--- config.mk ---
export PLATFORM = sky130hd
export DESIGN_NAME = bnms_controller
export DESIGN_NICKNAME = d
export VERILOG_FILES = /design/src/hw/rtl/box_non_max_suppression_top_assert.svh /design/src/hw/rtl/bnms_pkg.sv /design/src/hw/rtl/bnms_controller.sv
export SDC_FILE = /design/constraint.sdc
export NUM_CORES = 1
export LEC_CHECK = 0
export BUFFER_PORTS_ARGS = -buffer_cell sky130_fd_sc_hd__buf_2
export CAP_MARGIN = 20
export CORE_ASPECT_RATIO = 1.5
export CORE_MARGIN = 2
export CORE_UTILIZATION = 55
export DETAILED_ROUTE_END_ITERATION = 7
export PLACE_DENSITY = 0.85
export SETUP_SLACK_MARGIN = 0.15
export SYNTH_ARGS = -nofsm -noshare
export SYNTH_HDL_FRONTEND = slang
export SYNTH_SLANG_ARGS = --single-unit
export TNS_END_PERCENT = 100
--- constraint.sdc ---
create_clock -name clk -period 4 [get_ports clk]
set_input_delay 0.6 -clock clk [delete_from_list [all_inputs] [get_ports clk]]
set_output_delay 0.6 -clock clk [all_outputs]
set_load 0.05 [all_outputs]
--- src/hw/rtl/box_non_max_suppression_top_assert.svh ---
// Assertion macros for the box suppression block.
// Used by the top level only; needs clk and rst in scope.
`ifndef BOX_NON_MAX_SUPPRESSION_TOP_ASSERT_SVH
`define BOX_NON_MAX_SUPPRESSION_TOP_ASSERT_SVH

// Consequent holds in the same cycle as the antecedent.
`define BNMS_ASSERT_NOW(label, ante, cons, msg) \
  label: assert property (@(posedge clk) disable iff (rst) (ante) |-> (cons)) else $error(msg);

// Consequent holds in the cycle after the antecedent.
`define BNMS_ASSERT_NEXT(label, ante, cons, msg) \
  label: assert property (@(posedge clk) disable iff (rst) (ante) |=> (cons)) else $error(msg);

`endif

--- src/hw/rtl/bnms_pkg.sv ---
// Shared types and constants for the box suppression block.
// No dependencies.
package bnms_pkg;

  localparam int IDX_BITS     = 6;   // wide enough for the largest store
  localparam int CFG_IDX_BITS = 1;
  localparam int CFG_DATA_BITS = 16;

  localparam logic [CFG_IDX_BITS-1:0] CFG_IOU_THRESHOLD = 1'd0;
  localparam logic [CFG_IDX_BITS-1:0] CFG_PER_CLASS     = 1'd1;

  localparam logic [15:0] IOU_THRESHOLD_RESET = 16'd29491;
  localparam logic        PER_CLASS_RESET     = 1'b1;

  typedef struct packed {
    logic [11:0] box_left;
    logic [11:0] box_top;
    logic [11:0] box_width;
    logic [11:0] box_height;
    logic [15:0] box_score;
    logic [6:0]  box_class;
    logic        is_last;
  } in_item_t;

  typedef struct packed {
    logic [11:0] kept_left;
    logic [11:0] kept_top;
    logic [11:0] kept_width;
    logic [11:0] kept_height;
    logic [15:0] kept_score;
    logic [6:0]  kept_class;
    logic [5:0]  arrival_index;
    logic        last_kept;
    logic        overflowed;
  } out_item_t;

  typedef struct packed {
    logic                load_wr;
    logic                rank_rd;
    logic                rank_put;
    logic                rank_rd_a;
    logic                rank_rd_b;
    logic                box_rd_a;
    logic                box_rd_b;
    logic                test;
    logic                supp_clr;
    logic                out_load;
    logic                out_last;
    logic                out_overflow;
    logic [IDX_BITS-1:0] idx_a;
    logic [IDX_BITS-1:0] idx_b;
  } cmd_t;

  typedef struct packed {
    logic supp_a;
    logic supp_b;
  } status_t;

endpackage

--- src/hw/rtl/bnms_controller.sv ---
// Sequencer of the box suppression block: load, rank, suppress, emit.
// Drives the datapath through bnms_pkg command and status structs.
module bnms_controller #(
  parameter int MAX_BOXES = 64
) (
  input  logic              clk,
  input  logic              rst,
  input  logic              in_valid,
  input  logic              in_is_last,
  output logic              in_ready,
  output logic              out_valid,
  input  logic              out_ready,
  input  bnms_pkg::status_t status,
  output bnms_pkg::cmd_t    cmd
);

  localparam int IW = $clog2(MAX_BOXES);

  typedef enum logic [13:0] {
    ST_LOAD    = 14'b00000000000001,
    ST_R_ISSUE = 14'b00000000000010,
    ST_R_DRAIN = 14'b00000000000100,
    ST_R_PUT   = 14'b00000000001000,
    ST_A_RANK  = 14'b00000000010000,
    ST_A_BOX   = 14'b00000000100000,
    ST_B_RANK  = 14'b00000001000000,
    ST_B_BOX   = 14'b00000010000000,
    ST_B_CALC  = 14'b00000100000000,
    ST_B_TEST  = 14'b00001000000000,
    ST_E_RANK  = 14'b00010000000000,
    ST_E_BOX   = 14'b00100000000000,
    ST_E_LOAD  = 14'b01000000000000,
    ST_E_WAIT  = 14'b10000000000000
  } state_t;

  state_t        state, state_next;
  logic [IW:0]   count, count_next;
  logic          ovf, ovf_next;
  logic [IW-1:0] i, i_next, j, j_next, last_pos, last_pos_next;
  logic [1:0]    calc_cnt, calc_cnt_next;
  logic          out_valid_next;
  logic [IW-1:0] n_m1;

  assign n_m1 = IW'(count - 1'b1);

  always_ff @(posedge clk) begin
    if (rst) begin
      state     <= ST_LOAD;
      count     <= '0;
      ovf       <= 1'b0;
      out_valid <= 1'b0;
    end else begin
      state     <= state_next;
      count     <= count_next;
      ovf       <= ovf_next;
      out_valid <= out_valid_next;
    end
    i        <= i_next;
    j        <= j_next;
    last_pos <= last_pos_next;
    calc_cnt <= calc_cnt_next;
  end

  always_comb begin
    state_next     = state;
    count_next     = count;
    ovf_next       = ovf;
    i_next         = i;
    j_next         = j;
    last_pos_next  = last_pos;
    calc_cnt_next  = calc_cnt;
    out_valid_next = out_valid;
    in_ready       = 1'b0;
    cmd            = '0;
    cmd.idx_a      = bnms_pkg::IDX_BITS'(i);
    cmd.idx_b      = bnms_pkg::IDX_BITS'(j);
    case (state)
      ST_LOAD: begin
        in_ready  = 1'b1;
        cmd.idx_a = bnms_pkg::IDX_BITS'(count[IW-1:0]);
        if (in_valid) begin
          if (count < (IW+1)'(MAX_BOXES)) begin
            cmd.load_wr = 1'b1;
            count_next  = count + 1'b1;
          end else begin
            ovf_next = 1'b1;
          end
          if (in_is_last) begin
            i_next     = '0;
            j_next     = '0;
            state_next = ST_R_ISSUE;
          end
        end
      end
      ST_R_ISSUE: begin
        cmd.rank_rd = 1'b1;
        if (j == n_m1) state_next = ST_R_DRAIN;
        else j_next = j + 1'b1;
      end
      ST_R_DRAIN: state_next = ST_R_PUT;
      ST_R_PUT: begin
        cmd.rank_put = 1'b1;
        j_next = '0;
        if (i == n_m1) begin
          i_next     = '0;
          state_next = ST_A_RANK;
        end else begin
          i_next     = i + 1'b1;
          state_next = ST_R_ISSUE;
        end
      end
      ST_A_RANK: begin
        cmd.rank_rd_a = 1'b1;
        state_next    = ST_A_BOX;
      end
      ST_A_BOX: begin
        cmd.box_rd_a = 1'b1;
        if (!status.supp_a) last_pos_next = i;
        if (i == n_m1) begin
          i_next     = '0;
          state_next = ST_E_RANK;
        end else if (status.supp_a) begin
          i_next     = i + 1'b1;
          state_next = ST_A_RANK;
        end else begin
          j_next     = i + 1'b1;
          state_next = ST_B_RANK;
        end
      end
      ST_B_RANK: begin
        cmd.rank_rd_b = 1'b1;
        state_next    = ST_B_BOX;
      end
      ST_B_BOX: begin
        cmd.box_rd_b = 1'b1;
        if (status.supp_b) begin
          if (j == n_m1) begin
            i_next     = i + 1'b1;
            state_next = ST_A_RANK;
          end else begin
            j_next     = j + 1'b1;
            state_next = ST_B_RANK;
          end
        end else begin
          calc_cnt_next = '0;
          state_next    = ST_B_CALC;
        end
      end
      ST_B_CALC: begin
        calc_cnt_next = calc_cnt + 1'b1;
        if (calc_cnt == 2'd3) state_next = ST_B_TEST;
      end
      ST_B_TEST: begin
        cmd.test = 1'b1;
        if (j == n_m1) begin
          i_next     = i + 1'b1;
          state_next = ST_A_RANK;
        end else begin
          j_next     = j + 1'b1;
          state_next = ST_B_RANK;
        end
      end
      ST_E_RANK: begin
        cmd.rank_rd_a = 1'b1;
        state_next    = ST_E_BOX;
      end
      ST_E_BOX, ST_E_WAIT: begin
        if (state == ST_E_BOX) cmd.box_rd_a = 1'b1;
        if ((state == ST_E_BOX && status.supp_a) || (state == ST_E_WAIT && out_ready)) begin
          out_valid_next = 1'b0;
          if (i == n_m1) begin
            count_next   = '0;
            ovf_next     = 1'b0;
            cmd.supp_clr = 1'b1;
            state_next   = ST_LOAD;
          end else begin
            i_next     = i + 1'b1;
            state_next = ST_E_RANK;
          end
        end else if (state == ST_E_BOX) begin
          state_next = ST_E_LOAD;
        end
      end
      ST_E_LOAD: begin
        cmd.out_load     = 1'b1;
        cmd.out_last     = (i == last_pos);
        cmd.out_overflow = ovf;
        out_valid_next   = 1'b1;
        state_next       = ST_E_WAIT;
      end
      default: state_next = ST_LOAD;
    endcase
  end

endmodule

==> flow_metrics.py, run 1 <==
metrics = {
    "outcome": {
        "status": "completed",
    },
    "sta": {
        "slew_viol_final": 0,
        "worst_pin_slew_ns": 0.8661,
        "hold_ws_ns": 0.4832,
        "finClkSkew_ns": 0.009477,
        "tns_ns": 0,
        "rsz0062_at_grt": "false",
        "setup_viol": 0,
        "max_freq_mhz": 302.4,
        "fin_crit_sh_pct": 82.67,
        "final-hold-violation-count": 0,
        "slew_headroom_pct": 40.77,
        "layout_min_cycle_time_ns": 3.307,
    },
    "clock_network": {
        "post_cts_resized": 0,
        "htreeDepth": 2,
        "postCtsSetupBuffers": 0,
        "ctsHoldBuffers": 0,
        "clock_sinks": 43,
        "clk_latency_ns": 0.31,
        "root_buffer": "clkbuf_8",
        "cts_made_buffers": 5,
        "clockBufferDepth": 2,
        "cts_tree": "yes",
        "clk_pin_slew_ns": 0.09,
    },
    "global_route": {
        "grt_pass1_vias": 2429,
        "grt_antenna_before_repair": 0,
        "grt_max_degree": 16,
        "globalRoute.totalOverflow": 0,
        "track_usage_pct": 25.84,
        "grt_pass1_wl_um": 11850,
    },
    "logic_synthesis": {
        "synth_top_area_cell": "edfxtp_1",
        "synth_cell_types": 63,
        "ys_warn_count": 0,
        "synthCells": 327,
        "netlist_top_cells_area": "edfxtp_1, dfxtp_1, xor2_1",
        "yosys-top-cells-count": "nor2_1, nand2_1, dfxtp_1, edfxtp_1, nand3_1",
        "seq_area_frac_synth_pct": 36.36,
        "synth_seq_cells": 43,
        "synth_edf_count": 20,
        "synth_top_area_share_pct": 20.58,
        "syn_area_per_cell_um2": 8.923,
        "synth.most_common_cell": "nor2_1",
        "ys_async_sr_fraction_pct": 0,
        "ys.flop_type": "dfxtp_1",
        "syn-cell-area_um2": 2918,
        "syn_nets": 339,
    },
    "placement": {
        "port_buffers": 32,
        "dp_hpwl_um": 5462,
        "place_area_um2": 3059,
        "gp_congestion": 0.9843,
    },
    "worst_setup_path": {
        "required_ns": 3.40,
        "reg2regPathDepth": 8,
        "cp_num_buf_inv": 2,
        "slowest_stage": "dfxtp_1",
        "cp_max_fo": 8,
        "cp.depth": 7,
        "crit_chain": "inv_1 -> ha_1 -> xor2_1 -> nand2_1 -> nor4b_4 -> and3_1 -> buf_2",
        "cpLargestDelayFamily": "simple AND/OR/NAND/NOR gates",
        "end_kind": "output pin",
        "path_class": "flop to output pin",
        "arrival_ns": 2.71,
        "slowest_delay_ns": 0.50,
        "critPathLaunchType": "flop",
    },
    "routing": {
        "drc": 0,
        "drtIter0Drc": 187,
        "viasPerCell": 6.145,
        "drt-pass1-iter-count": 5,
        "ant_nets": 0,
        "vias": 2550,
        "wl_per_cell_um": 17.53,
        "wirelength_um": 7274,
    },
    "final_layout": {
        "final_cell_area_um2": 3152,
        "nNetsFinal": 358,
        "fin_util_pct": 61.50,
        "fillers": 488,
        "num_antenna_cells": 0,
        "drive_gt1_share_pct": 17.58,
        "area_growth_pct": 8.019,
    },
    "floorplanning": {
        "io_pins": 33,
        "initial_utilization_pct": 56.93,
        "die_area_um2": 5916,
        "die_width_um": 63.47,
        "core_um2": 5125,
        "chipHeight_um": 93.21,
        "rows": 32,
    },
    "power_and_ir_drop": {
        "vdd_drop_max_v": 0.0002696,
        "powerDensity_nw_per_um2": 652.4,
        "p_leak_uw": 0.001268,
        "total_power_uw": 2056,
    },
    "flow_run": {
        "maxCapViolations": 0,
    },
    "worst_hold_path": {
        "whs_path_depth": 2,
        "worstHoldPathType": "flop to flop",
    },
}
[cell usage in the layout, fill, tap and decap left out, types with 3 or more instances in the layout]
cell,instances
ha_1,5
o22ai_1,6
inv_1,15
edfxtp_1,20
nor4_1,6
or3_1,7
o21ai_0,13
nor2b_1,5
and3_1,11
nor2_1,27
nor3_1,11
xnor3_1,3
buf_4,3
xnor2_1,11
or2_2,3
nand2_1,25
a21oi_1,14
dfxtp_1,23
nand4_1,8
nand2b_1,3
xor2_1,18
clkbuf_8,5
buf_2,32
nand3_1,19
[final cells by class]
type                            instances  area, um2  share of cell area, %
Multi-Input combinational cell        246       1674                  53.12
Sequential cell                        43       1061                  33.66
Timing Repair Buffer                   35      182.7                  5.796
Tap cell                               68      85.08                  2.699
Clock buffer                            5      68.82                  2.183
Inverter                               15      56.30                  1.786
Clock inverter                          3      23.77                 0.7543
[report_power, final]
part           total, uW  internal, uW  switching (uW)
Combinational       1060           359             697
Sequential           706           564             143
Clock                294           125             169
[worst paths after layout]
check	slack (ns)	startpoint	endpoint
max	0.69	count[0]$_SDFFE_PP0P_	cmd[15]
min	0.48	out_valid$_SDFFE_PP0P_	out_valid$_SDFFE_PP0P_
max reg2reg	1.03	count[0]$_SDFFE_PP0P_	i[2]$_DFFE_PP_
min reg2reg	0.48	out_valid$_SDFFE_PP0P_	out_valid$_SDFFE_PP0P_
[routing by layer]
layer  global-route usage, %  share of wire (%)  vias up
li1                        -                  -     1226
met1                   29.38                 38     1198
met3                   3.249                4.6       22
met4                   12.86                3.3        0
met2                   46.93                 54      104
met5                       0                  0        -
[flip-flops by register name, indices dropped and copies added, names as in the netlist]
| register | cells |
|---|---|
| out_valid | 1 |
| j | 6 |
| ovf | 1 |
| state | 14 |
| count | 7 |
| i | 6 |
| last_pos | 6 |
| calc_cnt | 2 |
[logic make-up after synthesis]
kind of cell / count (synthesis) / share of synthesized area (%)
adder cells (fa/ha/maj): 5 / 2.144
AND/OR/NAND/NOR: 149 / 29.67
multiplexers: 3 / 1.115
buffers and inverters: 38 / 6.261
flip-flops: 43 / 36.36
AO/OA/AOI/OAI: 57 / 13.42
XOR/XNOR: 32 / 11.02
[stage by stage]
| stage | setup slack [ns] | cells |
|---|---|---|
| 2_1_floorplan | 0.3680 | 327 |
| 3_3_place_gp | 1.129 | 407 |
| 3_5_place_dp | 1.067 | 407 |
| 4_1_cts | 0.6796 | 415 |
| 5_1_grt | 0.4961 | 415 |
| 6_report | 0.6934 | 415 |
[worst reg2reg max path: stages, from the launching register on]
cell,delay (ns)
dfxtp_1,0.50
inv_1,0.10
ha_1,0.30
or4b_1,0.52
o211ai_1,0.10
and3_1,0.38
a21oi_1,0.15
a2111oi_1,0.42
buf_4,0.22
Note: power is estimated with default switching activity, not from simulation.
==> run 2: changes to the inputs <==
==> constraint.sdc (replaced) <==
create_clock -name clk -period 3.2 [get_ports clk]
set_input_delay 0.48 -clock clk [delete_from_list [all_inputs] [get_ports clk]]
set_output_delay 0.48 -clock clk [all_outputs]
set_load 0.05 [all_outputs]
==> run 2 against run 1 <==
Net effect: worst setup slack lost 0.40 ns; final area rose by 3.8%; clock skew about the same; register-to-register slack got worse by 0.50 ns; sequential share of layout area shrank 1.2 points; count of clock-buffer cells in the layout unchanged; cell count is 2.2% higher; clock power increased by 24%.
==> flow_metrics.py, run 2 (same netlist as run 1, synthesis figures left out) <==
metrics = {
    "sta": {
        "slew_viol_final": 0,
        "tns_ns": 0,
        "max_freq_mhz": 344.3,
        "fin_crit_sh_pct": 90.76,
        "slew_headroom_pct": 49.20,
        "layout_min_cycle_time_ns": 2.904,
        "rsz0062_at_grt": "false",
        "finalWorstSetupSlack_ns": 0.2956,
        "finClkSkew_ns": 0.009709,
        "final-hold-violation-count": 0,
        "setup_viol": 0,
        "worst_pin_slew_ns": 0.7428,
    },
    "worst_hold_path": {
        "worstHoldPathType": "input pin to flop",
        "whs_path_depth": 3,
    },
    "power_and_ir_drop": {
        "switching_share_pct": 48.57,
        "pwr-share-seq_pct": 32.5,
        "p_switching_uw": 1283,
        "internal_power_uw": 1358,
        "vdd_drop_max_v": 0.0003787,
        "p_leak_uw": 0.001324,
        "powerDensity_nw_per_um2": 807.1,
        "power_frac_clock_pct": 13.8,
        "p_comb_share_pct": 53.7,
    },
    "global_route": {
        "grt_pass1_vias": 2493,
        "globalRoute.totalOverflow": 0,
        "met3_usage_pct": 3.369,
        "grt_pass1_wl_um": 12020,
        "grt_max_degree": 16,
        "track_usage_pct": 26.32,
        "use_met1_pct": 28.90,
        "grtUsageMet2_pct": 46.58,
        "grt_antenna_before_repair": 0,
        "busiest_layer": "met2",
    },
    "final_layout": {
        "num_antenna_cells": 0,
        "nNetsFinal": 367,
        "regMostFlops": "state",
        "area_growth_pct": 12.14,
        "layout_common_cells": "buf_2, nor2_1, nand2_1, dfxtp_1, edfxtp_1",
        "top_regs": "state x14, count x7",
        "fin_cells": 424,
        "drive_gt1_share_pct": 21.91,
        "layout_commonest_cell": "buf_2",
        "largest_reg_flops": 14,
    },
    "placement": {
        "dp.cells": 413,
        "dp_slack_ns": 0.4527,
        "port_buffers": 32,
        "gp_congestion": 0.9620,
        "dp_hpwl_um": 5722,
    },
    "routing": {
        "drc": 0,
        "vias": 2627,
        "wl_per_cell_um": 17.96,
        "drt-pass1-iter-count": 5,
        "ant_nets": 0,
        "viasPerCell": 6.196,
        "wirelength_um": 7613,
        "drtIter0Drc": 230,
    },
    "floorplanning": {
        "chipHeight_um": 93.21,
        "die_area_um2": 5916,
        "die_width_um": 63.47,
        "initial_utilization_pct": 56.93,
        "core_um2": 5125,
        "io_pins": 33,
        "rows": 32,
    },
    "worst_setup_path": {
        "cp_max_fo": 11,
        "arrival_ns": 2.42,
        "required_ns": 2.72,
        "reg2regPathDepth": 9,
        "critPathLaunchType": "flop",
        "slowest_delay_ns": 0.43,
        "slowest_stage": "dfxtp_1",
        "path_class": "flop to output pin",
        "crit_chain": "nor3_1 -> xnor3_1 -> nor4b_4 -> and3_1 -> buf_2",
        "end_kind": "output pin",
        "cp_num_buf_inv": 1,
        "cp.depth": 5,
        "cpLargestDelayFamily": "simple AND/OR/NAND/NOR gates",
    },
    "flow_run": {
        "maxCapViolations": 0,
    },
    "clock_network": {
        "clk_latency_ns": 0.31,
        "clk_pin_slew_ns": 0.09,
        "cts_made_buffers": 5,
        "clockBufferDepth": 2,
        "clock_sinks": 43,
        "root_buffer": "clkbuf_8",
        "cts_tree": "yes",
        "htreeDepth": 2,
    },
    "outcome": {
        "status": "completed",
    },
}
run 2: cell count changes in the layout (fill, tap and decap cells not counted), sizes merged:
cell / before / now
buf: 35 / 44
run 2: layout make-up:
class | instances | area [um2]
well taps | 68 | 85.08
inverters | 15 | 56.30
clock buffers | 5 | 68.82
multi-input cells | 246 | 1725
flip-flops and latches | 43 | 1062
fillers | 477 | 1853
repair buffers | 44 | 250.2
clock inverters | 3 | 23.77
run 2: path summary, 6_finish.rpt:
kind / start / endpoint / slack, ns
setup / recovery: count[2]$_SDFFE_PP0P_ / cmd[15] / 0.30
hold / removal: in_valid / ovf$_SDFFE_PP0P_ / 0.47
setup reg to reg: count[1]$_SDFFE_PP0P_ / i[3]$_DFFE_PP_ / 0.53
hold reg to reg: out_valid$_SDFFE_PP0P_ / out_valid$_SDFFE_PP0P_ / 0.48
run 2: metal layers:
| layer | share of wire (%) | wire, um |
|---|---|---|
| met3 | 4.5 | 345 |
| met1 | 38 | 2861 |
| met2 | 52 | 3947 |
| met4 | 6.0 | 459 |
| met5 | 0 | 0 |
run 2: power groups by stage:
stage | clock, uW | sequential (uW) | combinational, uW
4_1_cts | 369 | 851 | 1400
3_5_place_dp | 0 | 863 | 1390
2_1_floorplan | 0 | 931 | 951
3_3_place_gp | 0 | 857 | 1370
5_1_grt | 387 | 871 | 1520
6_report | 364 | 859 | 1420
run 2: stage by stage:
stage | hold WS [ns] | cell area [um2] | power, uW | utilization (%)
3_3_place_gp | 0.4680 | 3136 | 2224 | 61.18
3_5_place_dp | 0.4762 | 3136 | 2256 | 61.18
4_1_cts | 0.4676 | 3229 | 2619 | 63.01
5_1_grt | 0.4990 | 3272 | 2776 | 63.84
6_report | 0.4740 | 3272 | 2641 | 63.84
2_1_floorplan | 0.4206 | 2949 | 1882 | -
run 2: tightest hold or removal path, stage by stage:
cell and delay, ns:
buf_2 0.12, nand3_1 0.07, a21oi_1 0.06
run 2: what timing repair did:
item	CTS	global route
setup endpoints to repair	1	3
buffers inserted	0	3
resized for setup	1	3
hold buffers	0	0
pin swaps	0	2
